## config.mk

```make
export PLATFORM = sky130hd
export DESIGN_NAME = cbor_item_head_encoder_core
export DESIGN_NICKNAME = d
export VERILOG_FILES = /design/src/sv/cihe_pkg.sv /design/src/sv/cihe_front.sv /design/src/sv/cihe_queue.sv /design/src/sv/cihe_back.sv /design/src/sv/cbor_item_head_encoder_core.sv
export SDC_FILE = /design/constraint.sdc
export NUM_CORES = 1
export LEC_CHECK = 0
export BUFFER_PORTS_ARGS = -buffer_cell sky130_fd_sc_hd__buf_2
export CAP_MARGIN = 20
export CORE_ASPECT_RATIO = 0.75
export CORE_MARGIN = 2
export CORE_UTILIZATION = 39
export DETAILED_ROUTE_END_ITERATION = 6
export GPL_TIMING_DRIVEN = 0
export PLACE_DENSITY = 0.57
export SYNTH_ARGS = -nofsm -noshare
export SYNTH_HDL_FRONTEND = slang
export SYNTH_HIERARCHICAL = 1
export SYNTH_SLANG_ARGS = --single-unit
```

## constraint.sdc

```tcl
create_clock -name clock -period 3.73 [get_ports clock]
set_clock_uncertainty 0.1 [all_clocks]
set_input_delay 0.373 -clock clock [delete_from_list [all_inputs] [get_ports clock]]
set_output_delay 0.373 -clock clock [all_outputs]
set_load 0.01 [all_outputs]
```

## src/sv/cihe_pkg.sv

```systemverilog
// Shared types and constants of the CBOR item head encoder.
package cihe_pkg;

   // Command codes carried on req_cmd
   typedef enum logic [2:0] {
      CMD_INT   = 3'd0,
      CMD_TSTR  = 3'd1,
      CMD_BSTR  = 3'd2,
      CMD_ARRAY = 3'd3,
      CMD_MAP   = 3'd4,
      CMD_RAW   = 3'd5
   } cmd_type;

   // Major type bits of the initial byte
   localparam logic [7:0] MAJOR_UINT = 8'h00;
   localparam logic [7:0] MAJOR_NINT = 8'h20;
   localparam logic [7:0] MAJOR_BSTR = 8'h40;
   localparam logic [7:0] MAJOR_TSTR = 8'h60;
   localparam logic [7:0] MAJOR_LIST = 8'h80;
   localparam logic [7:0] MAJOR_MAP  = 8'ha0;

   // Additional-info codes and the immediate limit
   localparam logic [4:0] MAX_IMMEDIATE = 5'd23;
   localparam logic [7:0] AI_ONE        = 8'd24;
   localparam logic [7:0] AI_TWO        = 8'd25;
   localparam logic [7:0] AI_FOUR       = 8'd26;
   localparam logic [7:0] AI_EIGHT      = 8'd27;

   localparam logic [15:0] CAPACITY_RESET = 16'd4096;

   // One classified request: initial byte, argument bytes left-aligned, their count
   typedef struct packed {
      logic [7:0]  head_byte;
      logic [63:0] arg;
      logic [3:0]  arg_bytes;
   } desc_type;

   // Back end status seen by the top level
   typedef struct packed {
      logic overflowed;
   } back_status_type;

endpackage

```

## src/sv/cihe_front.sv

```systemverilog
// Front end: classifies a request into an initial byte and argument bytes.
module cihe_front (
   input  logic [2:0]         req_cmd,
   input  logic signed [63:0] req_value,
   output logic               desc_known,
   output cihe_pkg::desc_type desc
);

   logic [7:0]  major;
   logic [63:0] n;
   logic        raw;

   always_comb begin
      major      = cihe_pkg::MAJOR_UINT;
      n          = req_value;
      raw        = 1'b0;
      desc_known = 1'b1;
      case (req_cmd)
         cihe_pkg::CMD_INT: begin
            if (req_value[63]) begin
               major = cihe_pkg::MAJOR_NINT;
               n     = ~req_value;
            end
         end
         cihe_pkg::CMD_TSTR:  major = cihe_pkg::MAJOR_TSTR;
         cihe_pkg::CMD_BSTR:  major = cihe_pkg::MAJOR_BSTR;
         cihe_pkg::CMD_ARRAY: major = cihe_pkg::MAJOR_LIST;
         cihe_pkg::CMD_MAP:   major = cihe_pkg::MAJOR_MAP;
         cihe_pkg::CMD_RAW:   raw = 1'b1;
         default:             desc_known = 1'b0;
      endcase
   end

   // Pick the shortest head; argument bytes go out most significant first
   always_comb begin
      desc.arg       = 64'd0;
      desc.arg_bytes = 4'd0;
      if (raw) begin
         desc.head_byte = req_value[7:0];
      end else if ((n[63:5] == 59'd0) && (n[4:0] <= cihe_pkg::MAX_IMMEDIATE)) begin
         desc.head_byte = major | {3'b000, n[4:0]};
      end else if (|n[63:32]) begin
         desc.head_byte = major | cihe_pkg::AI_EIGHT;
         desc.arg       = n;
         desc.arg_bytes = 4'd8;
      end else if (|n[31:16]) begin
         desc.head_byte = major | cihe_pkg::AI_FOUR;
         desc.arg       = {n[31:0], 32'd0};
         desc.arg_bytes = 4'd4;
      end else if (|n[15:8]) begin
         desc.head_byte = major | cihe_pkg::AI_TWO;
         desc.arg       = {n[15:0], 48'd0};
         desc.arg_bytes = 4'd2;
      end else begin
         desc.head_byte = major | cihe_pkg::AI_ONE;
         desc.arg       = {n[7:0], 56'd0};
         desc.arg_bytes = 4'd1;
      end
   end

endmodule

```

## src/sv/cihe_queue.sv

```systemverilog
// Short FIFO of classified requests between front and back end.
module cihe_queue #(
   parameter int DEPTH = 4
) (
   input  logic               clock,
   input  logic               reset,
   input  logic               push,
   input  cihe_pkg::desc_type push_data,
   input  logic               pop,
   output cihe_pkg::desc_type pop_data,
   output logic               full,
   output logic               empty
);

   localparam int PTR_W = (DEPTH > 1) ? $clog2(DEPTH) : 1;
   localparam int CNT_W = $clog2(DEPTH + 1);

   cihe_pkg::desc_type entry_ff [DEPTH];
   logic [PTR_W-1:0]   wr_ptr_ff, wr_ptr_in;
   logic [PTR_W-1:0]   rd_ptr_ff, rd_ptr_in;
   logic [CNT_W-1:0]   count_ff, count_in;

   assign full     = (count_ff == CNT_W'(DEPTH));
   assign empty    = (count_ff == '0);
   assign pop_data = entry_ff[rd_ptr_ff];

   always_comb begin
      wr_ptr_in = wr_ptr_ff;
      rd_ptr_in = rd_ptr_ff;
      count_in  = count_ff;
      if (push) begin
         wr_ptr_in = (wr_ptr_ff == PTR_W'(DEPTH - 1)) ? '0 : wr_ptr_ff + 1'b1;
      end
      if (pop) begin
         rd_ptr_in = (rd_ptr_ff == PTR_W'(DEPTH - 1)) ? '0 : rd_ptr_ff + 1'b1;
      end
      if (push && !pop) begin
         count_in = count_ff + 1'b1;
      end else if (pop && !push) begin
         count_in = count_ff - 1'b1;
      end
   end

   always_ff @(posedge clock) begin
      if (reset) begin
         wr_ptr_ff <= '0;
         rd_ptr_ff <= '0;
         count_ff  <= '0;
      end else begin
         wr_ptr_ff <= wr_ptr_in;
         rd_ptr_ff <= rd_ptr_in;
         count_ff  <= count_in;
      end
   end

   always_ff @(posedge clock) begin
      if (push) begin
         entry_ff[wr_ptr_ff] <= push_data;
      end
   end

endmodule

```

## src/sv/cihe_back.sv

```systemverilog
// Back end: serialises heads a byte per cycle when not stalled; tracks buffer position and overflow.
module cihe_back (
   input  logic                      clock,
   input  logic                      reset,
   input  logic [15:0]               capacity,
   input  cihe_pkg::desc_type        q_data,
   input  logic                      q_empty,
   output logic                      q_pop,
   output cihe_pkg::back_status_type status,
   output logic                      rsp_valid,
   input  logic                      rsp_ready,
   output logic [7:0]                rsp_out_byte,
   output logic [15:0]               rsp_offset,
   output logic                      rsp_written,
   output logic                      rsp_last
);

   logic [3:0]  remain_ff, remain_in;
   logic [63:0] shift_ff, shift_in;
   logic [15:0] pos_ff, pos_in;
   logic        ovf_ff, ovf_in;
   logic        valid_ff, valid_in;
   logic [7:0]  byte_ff, byte_in;
   logic [15:0] offset_ff, offset_in;
   logic        written_ff, written_in;
   logic        last_ff, last_in;
   logic        step;
   logic        from_queue;
   logic        fits;

   assign from_queue = (remain_ff == 4'd0);
   // Advance when the output register is free or being taken and a byte is available
   assign step  = (!valid_ff || rsp_ready) && (!from_queue || !q_empty);
   assign q_pop = step && from_queue;
   assign fits  = !ovf_ff && (pos_ff < capacity);

   always_comb begin
      remain_in  = remain_ff;
      shift_in   = shift_ff;
      pos_in     = pos_ff;
      ovf_in     = ovf_ff;
      valid_in   = valid_ff && !rsp_ready;
      byte_in    = byte_ff;
      offset_in  = offset_ff;
      written_in = written_ff;
      last_in    = last_ff;
      if (step) begin
         valid_in = 1'b1;
         if (from_queue) begin
            byte_in   = q_data.head_byte;
            remain_in = q_data.arg_bytes;
            shift_in  = q_data.arg;
         end else begin
            byte_in   = shift_ff[63:56];
            remain_in = remain_ff - 4'd1;
            shift_in  = {shift_ff[55:0], 8'd0};
         end
         last_in = (remain_in == 4'd0);
         if (fits) begin
            offset_in  = pos_ff;
            written_in = 1'b1;
            pos_in     = pos_ff + 16'd1;
         end else begin
            // Drop the byte; overflow stays set until reset
            offset_in  = 16'd0;
            written_in = 1'b0;
            ovf_in     = 1'b1;
         end
      end
   end

   always_ff @(posedge clock) begin
      if (reset) begin
         remain_ff <= 4'd0;
         pos_ff    <= 16'd0;
         ovf_ff    <= 1'b0;
         valid_ff  <= 1'b0;
      end else begin
         remain_ff <= remain_in;
         pos_ff    <= pos_in;
         ovf_ff    <= ovf_in;
         valid_ff  <= valid_in;
      end
   end

   always_ff @(posedge clock) begin
      shift_ff   <= shift_in;
      byte_ff    <= byte_in;
      offset_ff  <= offset_in;
      written_ff <= written_in;
      last_ff    <= last_in;
   end

   assign status.overflowed = ovf_ff;

   assign rsp_valid    = valid_ff;
   assign rsp_out_byte = byte_ff;
   assign rsp_offset   = offset_ff;
   assign rsp_written  = written_ff;
   assign rsp_last     = last_ff;

endmodule

```

## src/sv/cbor_item_head_encoder_core.sv

```systemverilog
// Top level of the CBOR item head encoder: capacity register, front end, queue, back end.
//
// Each request (integer, string, array or map head, or raw byte) becomes the bytes of one
// shortest-form CBOR head, or one raw byte, delivered one byte per rsp handshake in output
// order, with last set on the final byte of the request. The back end emits one byte per
// cycle, unless rsp_ready holds it, through a single output register; a raw byte or an
// immediate head is one byte, and a head with an argument is the initial byte followed by
// n = 1, 2, 4 or 8 argument bytes. A request is taken whenever the request queue
// (QUEUE_DEPTH entries) has room, so requests may arrive back to back while earlier heads
// are still being sent; the first byte of a request enters the output register as the
// request is popped from the queue. Each byte is stored at the write position while that
// position is below the capacity; the first byte that does not fit sets a sticky overflow,
// after which every byte reports written low and offset zero until reset. Command codes 6
// and 7 are taken and dropped. Write the capacity only while no request is in flight.
module cbor_item_head_encoder_core #(
   parameter int QUEUE_DEPTH = 4
) (
   input  logic               clock,
   input  logic               reset,
   input  logic               req_valid,
   output logic               req_ready,
   input  logic [2:0]         req_cmd,
   input  logic signed [63:0] req_value,
   output logic               rsp_valid,
   input  logic               rsp_ready,
   output logic [7:0]         rsp_out_byte,
   output logic [15:0]        rsp_offset,
   output logic               rsp_written,
   output logic               rsp_last,
   input  logic               csr_write_enable,
   input  logic [15:0]        csr_write_data
);

   logic [15:0]               capacity_ff;
   logic                      desc_known;
   cihe_pkg::desc_type        front_desc;
   cihe_pkg::desc_type        q_data;
   logic                      q_push;
   logic                      q_pop;
   logic                      q_full;
   logic                      q_empty;
   cihe_pkg::back_status_type back_status;

   always_ff @(posedge clock) begin
      if (reset) begin
         capacity_ff <= cihe_pkg::CAPACITY_RESET;
      end else if (csr_write_enable) begin
         capacity_ff <= csr_write_data;
      end
   end

   assign req_ready = !q_full;
   assign q_push    = req_valid && req_ready && desc_known;

   cihe_front u_front (
      .req_cmd    (req_cmd),
      .req_value  (req_value),
      .desc_known (desc_known),
      .desc       (front_desc)
   );

   cihe_queue #(
      .DEPTH (QUEUE_DEPTH)
   ) u_queue (
      .clock     (clock),
      .reset     (reset),
      .push      (q_push),
      .push_data (front_desc),
      .pop       (q_pop),
      .pop_data  (q_data),
      .full      (q_full),
      .empty     (q_empty)
   );

   cihe_back u_back (
      .clock        (clock),
      .reset        (reset),
      .capacity     (capacity_ff),
      .q_data       (q_data),
      .q_empty      (q_empty),
      .q_pop        (q_pop),
      .status       (back_status),
      .rsp_valid    (rsp_valid),
      .rsp_ready    (rsp_ready),
      .rsp_out_byte (rsp_out_byte),
      .rsp_offset   (rsp_offset),
      .rsp_written  (rsp_written),
      .rsp_last     (rsp_last)
   );

`ifndef NO_ASSERTIONS
   overflow_sticky_a: assert property (@(posedge clock) disable iff (reset)
      back_status.overflowed |=> back_status.overflowed)
      else $error("overflow flag cleared without reset");

   dropped_offset_a: assert property (@(posedge clock) disable iff (reset)
      (rsp_valid && !rsp_written) |-> (rsp_offset == 16'd0))
      else $error("dropped byte carries a nonzero offset");

   stored_in_range_a: assert property (@(posedge clock) disable iff (reset)
      (rsp_valid && rsp_written) |-> (rsp_offset < capacity_ff))
      else $error("stored byte beyond capacity");

   pop_nonempty_a: assert property (@(posedge clock) disable iff (reset)
      q_pop |-> !q_empty)
      else $error("request queue popped while empty");
`endif

endmodule
```

After elaboration in Yosys (flattened, before gate mapping)
Memories as Yosys holds them, arrays and structs flattened. A register that Yosys moved wholly into a read port is not among the register bits.
Index checks and enable logic that the tools add are counted.

operators by class
  $add $sub $neg = 6
  multipliers = 0
  divide/modulo/power cells = 0
  magnitude comparators = 2
  reductions and logical operators = 31
  shift-type cells = 0
  mux-type cells = 27
  bitwise logic cells = 3
  equality and inequality tests = 8

operators by type and width
  operator                                       count
  two-way mux 64 bit                             3
  two-way mux 70 bit                             2
  two-way mux 68 bit                             2
  two-way mux 69 bit                             1
  inverter 64 bit                                1
  zero test 59 bit                               1
  case mux 8 bit (5 select lines)                1
  OR reduction 32 bit                            1
  two-way mux 8 bit                              3
  adder 16 x 1 -> 16 bit, second input constant  1
  less-than comparator 16 bit                    1
  OR reduction 16 bit                            1
  == test 3 bit, second input constant           3
  logical AND 1 bit                              9
  zero test 1 bit                                8
  zero test 4 bit                                2
  two-way mux 2 bit                              4
  two-way mux 4 bit                              2
  OR 8 x 5 -> 8 bit                              1
  OR reduction 8 bit                             1
  == test 3 x 2 -> 1 bit, second input constant  2
  zero test 3 bit                                2
  two-way mux 1 bit                              6
  two-way mux 3 bit                              2
  other kinds (13)                               17

storage, ports and cells
  bits in read-only memories = 0
  flip-flop bits (word level) = 135
  memory bits (writable) = 304
  latch bits = 0
  logic and storage cells = 92
  output and inout bits = 28
  memories kept = 1

memories
  name              depth  width  read ports  clocked after Yosys merged registers in  wr ports  line              source
  u_queue.entry_ff  4      76     1           1                                        1         cihe_queue.sv:18  cihe_pkg::desc_type entry_ff [DEPTH];

Longest topological paths before layout
Gate-level depths: netlist (run 1).

  depth after elaboration = 9
  gate-level depth with buffers = 13
  mapped depth without buffers = 11

By module
The synthesis (run 1) kept the hierarchy.

by module, submodules not included
  module                       area an instance (um^2)  sequential area each (um^2)  times used  cells each
  cihe_queue                   11451.0                  9308.9                       1           441
  cihe_back                    5133.7                   3143.0                       1           383
  cihe_front                   2312.2                   0.0                          1           364
  cbor_item_head_encoder_core  591.8                    320.3                        1           54

Worst setup path after synthesis (run 1)
Ideal clock, no wire load.

  kind = register to register
  from = register u_back.remain_ff[0]
  to = register u_back.last_ff, in the netlist u_back/rsp_last, enable pin
  setup time = 0.971 ns
  clock period less this slack = 3.708 ns
  stages on the path, launching flop included = 6
  data arrival time = 2.637 ns
  path buffers = 0
  setup slack = 0.022 ns
  cells stage by stage = dfxtp_1 > inv_1 > ha_1 > nand4bb_1 > nand2_1 > clkinv_1

on the way
  word-level cells in the longest chain between the ends = 4

RTL lines
  what                    line             source
  start, declared         cihe_back.sv:18  logic [3:0] remain_ff, remain_in;
  start signal, assigned  cihe_back.sv:79  remain_ff <= remain_in;
  zero test 4 bit         cihe_back.sv:31  assign from_queue = (remain_ff == 4'd0);
  zero test 1 bit         cihe_back.sv:33  assign step = (!valid_ff || rsp_ready) && (!from_queue || !q_empty);
  logical OR 1 bit        cihe_back.sv:33
  logical AND 1 bit       cihe_back.sv:33
  via u_back.step         cihe_back.sv:27  logic step;
  end signal, assigned    cihe_back.sv:91  last_ff <= last_in;
  end, declared           cihe_back.sv:26  logic last_ff, last_in;

The timed path passes the listed nets, and every way through them passes these cells.
A chain may end at the register's enable or synchronous reset.

==> impl_metrics.toml, run 1 <==
[run_status]
status = "complete, no violations"

[synthesis]
synth_edf_count = 394
synth_flop_cell = "edfxtp_1"
synth.distinct_cells = 71
synthTopCellsByArea = "edfxtp_1 61%, mux4_2 8.8%, dfxtp_1 4.8%"
synth-seq-cells = 441
syn-num-nets = 1354
yosysWarningCount = 6
syn_avg_cell_area_um2 = 15.7
synth_area_leader_cell = "edfxtp_1"
async_reset_ff_share_pct = 0
syn_inst = 1242
yosys.area.top_type_share_pct = 60.7
ys_seq_area_share_pct = 65.5
syn-cell-area_um2 = 19500

[worst_hold_path]
hold_class = "input pin to flip-flop"

[floorplanning]
core.rowCount = 70
io_pins = 116
dieHeight_um = 198
dieArea_um2 = 51800
die_w_um = 262
initial_core_util_pct = 39.7
coreArea_um2 = 49000

[critical_path]
required_ns = 3.93
crit_type = "input pin to flip-flop"
r2r_slack_ns = 0.37
r2r_end = "u_queue/count_ff[2]"
r2r_cells = 13
crit_end = "u_queue/entry_ff[3][51]"
crit_fanout = 10
cp-startpoint = "req_cmd[1]"
crit_arrival_ns = 3.75
timing.rr.start = "u_back/remain_ff[0]"
end_kind = "flip-flop"
start_kind = "input pin"

[timing]
final-hold-violation-count = 0
timing.setup.tns_ns = 0
rsz0062_at_grt = "false"
final_max_slew_viol_count = 0
finalCritPeriodShare_pct = 95.0
slew_headroom_pct = 34.0
fmax_mhz = 282
fin_crit_ns = 3.54
setup_viol = 0
worst_pin_slew_ns = 0.991

[power]
p_int_w = 0.0112
swShare_pct = 29.6
finalPower_w = 0.0159
leakage_nw = 7.56
combinationalPowerShare_pct = 28.9
powerDensity_nw_per_um2 = 703
p_clk_share_pct = 27.7
power_frac_seq_pct = 43.5
p_sw_w = 0.00471
ir_worst_vdd_mv = 0.463

[drt]
detail_route.first_pass.iterations = 5
num_vias = 12000
wl_per_cell_um = 24.8
first_iter_violations = 1167
met3WireLength_um = 4900
top_layer_used = "met5"
antenna_left = 0
viasPerCell = 5.70
routed_wl_um = 52100
drt-met1-wl_um = 23800
drc = 0
wl_met2_um = 22100

[cts]
clkTransAtPathRegs_ns = 0.06
clockRootBuffer = "clkbuf_16"
clockBufferDepth = 3
cts_setup_buffers = 0
clk_latency_ns = 0.58
cts_tree = "yes"
cts.htree.levels = 2
cts_buffers = 45
clkSinkCount = 441

[finish]
final_util_pct = 46.1
area_growth_pct = 16.0
drive_above_1_share_pct = 25.4
ff_latch_area_um2 = 12800
diodes = 0
fin_cells = 2099
nNetsFinal = 1527
multi_input_area_um2 = 6140
mostFrequentLayoutCell = "edfxtp_1"
mostFrequentLayoutCells = "394 x edfxtp_1, 119 x buf_2, 76 x mux4_2"
postLayoutCellArea_um2 = 22600
fillerInstances = 4312

[global_routing]
grt-ovfl-total = 0
grt_max_degree = 51
grt_pass1_vias = 11700
grt_antenna_before_repair = 1
grt_usage_pct = 20.4
grt_pass1_wl_um = 76900

[placement]
dpl_cell_area_um2 = 21000
post-place-cells = 1999
port-buffer-count = 102
gp_congestion = 0.946
dpl.hpwl_um = 36500

[job]
drv_cap = 0
## sequential cells by signal (all words and copies together) (netlist names), named ones only
register             cells
u_back/status            1
u_queue/entry_ff       304
u_queue/rd_ptr_ff        2
u_back/rsp_out_byte      8
u_back/pos_ff           16
u_queue/wr_ptr_ff        2
u_back/rsp_offset       16
u_back/rsp_written       1
u_back/rsp_last          1
u_back/remain_ff         4
u_back/rsp_valid         1
u_back/shift_ff         64
capacity_ff             16
u_queue/count_ff         3
## cells in the mapped netlist, drive strengths merged, types with 8 or more instances
library cell,n
edfxtp,394
mux4,76
nor2,69
mux2,67
dfxtp,47
nand2,46
a21oi,42
inv,42
clkbuf,41
xnor2,37
buf,35
and2,31
a211oi,25
mux2i,25
ha,23
nand3,19
nand4,18
nor4,18
nand2b,17
nor3,17
o21ai,16
a311oi,13
or4,13
o31ai,12
a311o,8
a31oi,8
o311ai,8
## critical path, stage by stage
cell and delay, ns:
clkbuf_1 0.18, or4b_4 0.63, or4_1 0.55, a221o_1 0.47, nor3_4 0.45, clkbuf_2 0.39, nand2b_1 0.12, a311oi_2 0.57
## routing by layer
layer | GRT usage (%) | up-vias
li1 | - | 5274
met1 | 30.6 | 6076
met2 | 29.0 | 513
met3 | 5.16 | 100
met4 | 6.19 | 2
met5 | 0 | -
## worst min-delay path by stage
stage / from / endpoint / slack, ns / cells past startpoint
6_report: csr_write_enable / capacity_ff[1] / 0.03 / 3
3_5_place_dp: capacity_ff[7] / capacity_ff[7] / 0.38 / 2
4_1_cts: csr_write_enable / capacity_ff[15] / 0.0008 / 3
2_1_floorplan: reset / u_queue/count_ff[2] / 0.34 / 1
3_3_place_gp: u_back/remain_ff[1] / u_back/remain_ff[1] / 0.37 / 2
5_1_grt: reset / u_queue/count_ff[0] / 0.01 / 2
## repair_timing
item                                    CTS  global route
hold buffers                             17             0
resized for setup                         3             2
hold endpoints to repair                 16             0
endpoints found under the setup margin   11            36
## logic make-up after synthesis
group | synth area share [%]
adder cells (fa/ha/maj) | 1.58
AND/OR/NAND/NOR | 7.60
flip-flops | 65.5
AO/OA/AOI/OAI | 6.33
XOR/XNOR | 1.84
buffers and inverters | 3.18
multiplexers | 13.9
## area by class of cell
class	instances	share of cell area, %
flip-flops and latches	441	56.5
multi-input cells	681	27.2
clock buffers	53	5.11
repair buffers	127	3.71
well taps	648	3.59
plain buffers	76	2.01
clock inverters	30	1.19
inverters	43	0.736
## power groups by stage
| stage | sequential (W) | combinational, W | clock, W |
|---|---|---|---|
| final | 0.00691 | 0.00459 | 0.00440 |
| after global routing | 0.00698 | 0.00495 | 0.00472 |
| after CTS | 0.00692 | 0.00463 | 0.00453 |
| after detailed placement | 0.00702 | 0.00459 | 0 |
| after global placement | 0.00699 | 0.00378 | 0 |
| after floorplan | 0.00704 | 0.00302 | 0 |
## stage by stage
step / hold slack [ns] / setup WS (ns)
floorplan: 0.342 / 0.0215
global placement: 0.375 / -1.90
detailed placement: 0.383 / -0.784
CTS: 0.000789 / 0.0662
global route: 0.0104 / 0.0592
finish: 0.0278 / 0.185
Power figures use the tool's default switching activity.
==> run 2, diff against run 1 <==
PLACE_DENSITY = unset   (was 0.57)
==> impl_metrics.toml, run 2 (synthesis results as in run 1) <==
[run_status]
status = "complete, no violations"

[critical_path]
r2r_cells = 13
timing.rr.start = "u_back/remain_ff[0]"
crit_fanout = 7
crit_type = "input pin to flip-flop"
crit_arrival_ns = 3.88
crit_end = "u_queue/entry_ff[0][65]"
required_ns = 3.92
r2r_slack_ns = 0.37
r2r_end = "u_queue/count_ff[2]"
end_kind = "flip-flop"
cp-startpoint = "req_cmd[1]"
start_kind = "input pin"

[power]
finalPower_w = 0.0162
powerDensity_nw_per_um2 = 710
leakage_nw = 7.63
ir_worst_vdd_mv = 0.663

[floorplanning]
dieHeight_um = 198
core.rowCount = 70
io_pins = 116
coreArea_um2 = 49000
dieArea_um2 = 51800
initial_core_util_pct = 39.7
die_w_um = 262

[timing]
setup_viol = 0
worst_pin_slew_ns = 1.03
final-hold-violation-count = 0
finalCritPeriodShare_pct = 98.9
worst_slack_ns = 0.0395
timing.setup.tns_ns = 0
slew_headroom_pct = 31.3
fin_crit_ns = 3.69
fmax_mhz = 271
final_max_slew_viol_count = 0
rsz0062_at_grt = "false"

[placement]
dpl_cell_area_um2 = 21000
dp_slack_ns = -0.880
port-buffer-count = 102
gp_congestion = 0.990
dpl.hpwl_um = 36400

[finish]
mostFrequentLayoutCell = "edfxtp_1"
mostFrequentLayoutCells = "394 x edfxtp_1, 118 x buf_2, 76 x mux4_2"
drive_above_1_share_pct = 25.8
top_register = "u_queue/entry_ff"
top_regs = "u_queue/entry_ff x304, u_back/shift_ff x64"
nNetsFinal = 1530
postLayoutCellArea_um2 = 22800
largest_reg_flops = 304
area_growth_pct = 16.9
fillerInstances = 4316

[drt]
viasPerCell = 5.73
routed_wl_um = 52600
wl_per_cell_um = 25.0
drc = 0
first_iter_violations = 1281
num_vias = 12100
antenna_left = 0
detail_route.first_pass.iterations = 5

[worst_hold_path]
hold_depth = 3
hold_class = "input pin to flip-flop"

[cts]
clockRootBuffer = "clkbuf_16"
clockBufferDepth = 3
cts_tree = "yes"
cts.htree.levels = 2
cts_buffers = 45
clkTransAtPathRegs_ns = 0.06
clkSinkCount = 441
clk_latency_ns = 0.59
cts_setup_buffers = 0

[global_routing]
grt_pass1_wl_um = 77300
grt_antenna_before_repair = 6
grt-ovfl-total = 0
grt_pass1_vias = 11600
grt_usage_pct = 20.4
grt_max_degree = 60

[job]
drv_cap = 0
==> run 2: cell types whose count changed in the layout (fill, tap and decap cells not counted), moves of 2 or more <==
cell and change:
a211oi_1 -2, a211oi_2 +2, bufinv_16 +3, clkbuf_1 -2, clkbuf_8 +2, clkinv_1 -4, clkinv_2 +2, clkinv_8 +2
diode_2 +3, dlygate4sd3_1 +4, inv_6 -2
==> run 2: through the flow <==
step,instances,utilization [%],hold slack (ns)
4_1_cts,2102,46.4,0.00262
6_report,2105,46.4,0.0384
3_3_place_gp,1992,42.4,0.378
5_1_grt,2102,46.4,0.0493
2_1_floorplan,1242,-,0.342
3_5_place_dp,1998,42.8,0.388
==> run 2: final cells by class <==
cell class / count / area, µm² / share of cell area (%)
diodes: 3 / 7.51 / 0.0330
inverters: 43 / 166 / 0.731
flip-flops and latches: 441 / 12800 / 56.1
clock buffers: 53 / 1180 / 5.16
multi-input cells: 681 / 6150 / 27.0
well taps: 648 / 811 / 3.56
clock inverters: 30 / 373 / 1.64
repair buffers: 129 / 866 / 3.80
plain buffers: 77 / 460 / 2.02
==> run 2: worst min path at each step <==
stage,end,from
after floorplan,u_queue/count_ff[2],reset
after global placement,u_back/remain_ff[1],u_back/remain_ff[1]
after detailed placement,capacity_ff[10],capacity_ff[10]
after CTS,capacity_ff[0],csr_write_enable
after global routing,capacity_ff[0],csr_write_enable
final,capacity_ff[1],csr_write_enable
==> run 2: metal layers <==
layer  global-route usage [%]  vias up  share of wire (%)
li1                         -     5283                  -
met1                     31.5     6196                 47
met2                     29.0      498                 42
met3                     4.57       84                8.6
met4                     5.21        4                1.9
met5                        0        -              0.044
==> run 2: power by group <==
| group | switching (W) | total [W] | internal, W |
|---|---|---|---|
| Clock | 0.00194 | 0.00470 | 0.00276 |
| Combinational | 0.00253 | 0.00459 | 0.00205 |
| Sequential | 0.000264 | 0.00689 | 0.00663 |
| Total | 0.00474 | 0.0162 | 0.0114 |
==> run 2: worst max-delay path, cell delays in order <==
cell      delay [ns]
clkbuf_1        0.19
or4b_4          0.65
or4_1           0.55
a221o_1         0.50
or2_1           0.28
buf_6           0.15
or4_1           0.50
a31oi_1         0.67
==> run 2: timing repair <==
item,in CTS,in global routing
resized for setup,5,3
hold endpoints to repair,21,0
hold buffers,21,0
endpoints found under the setup margin,19,9
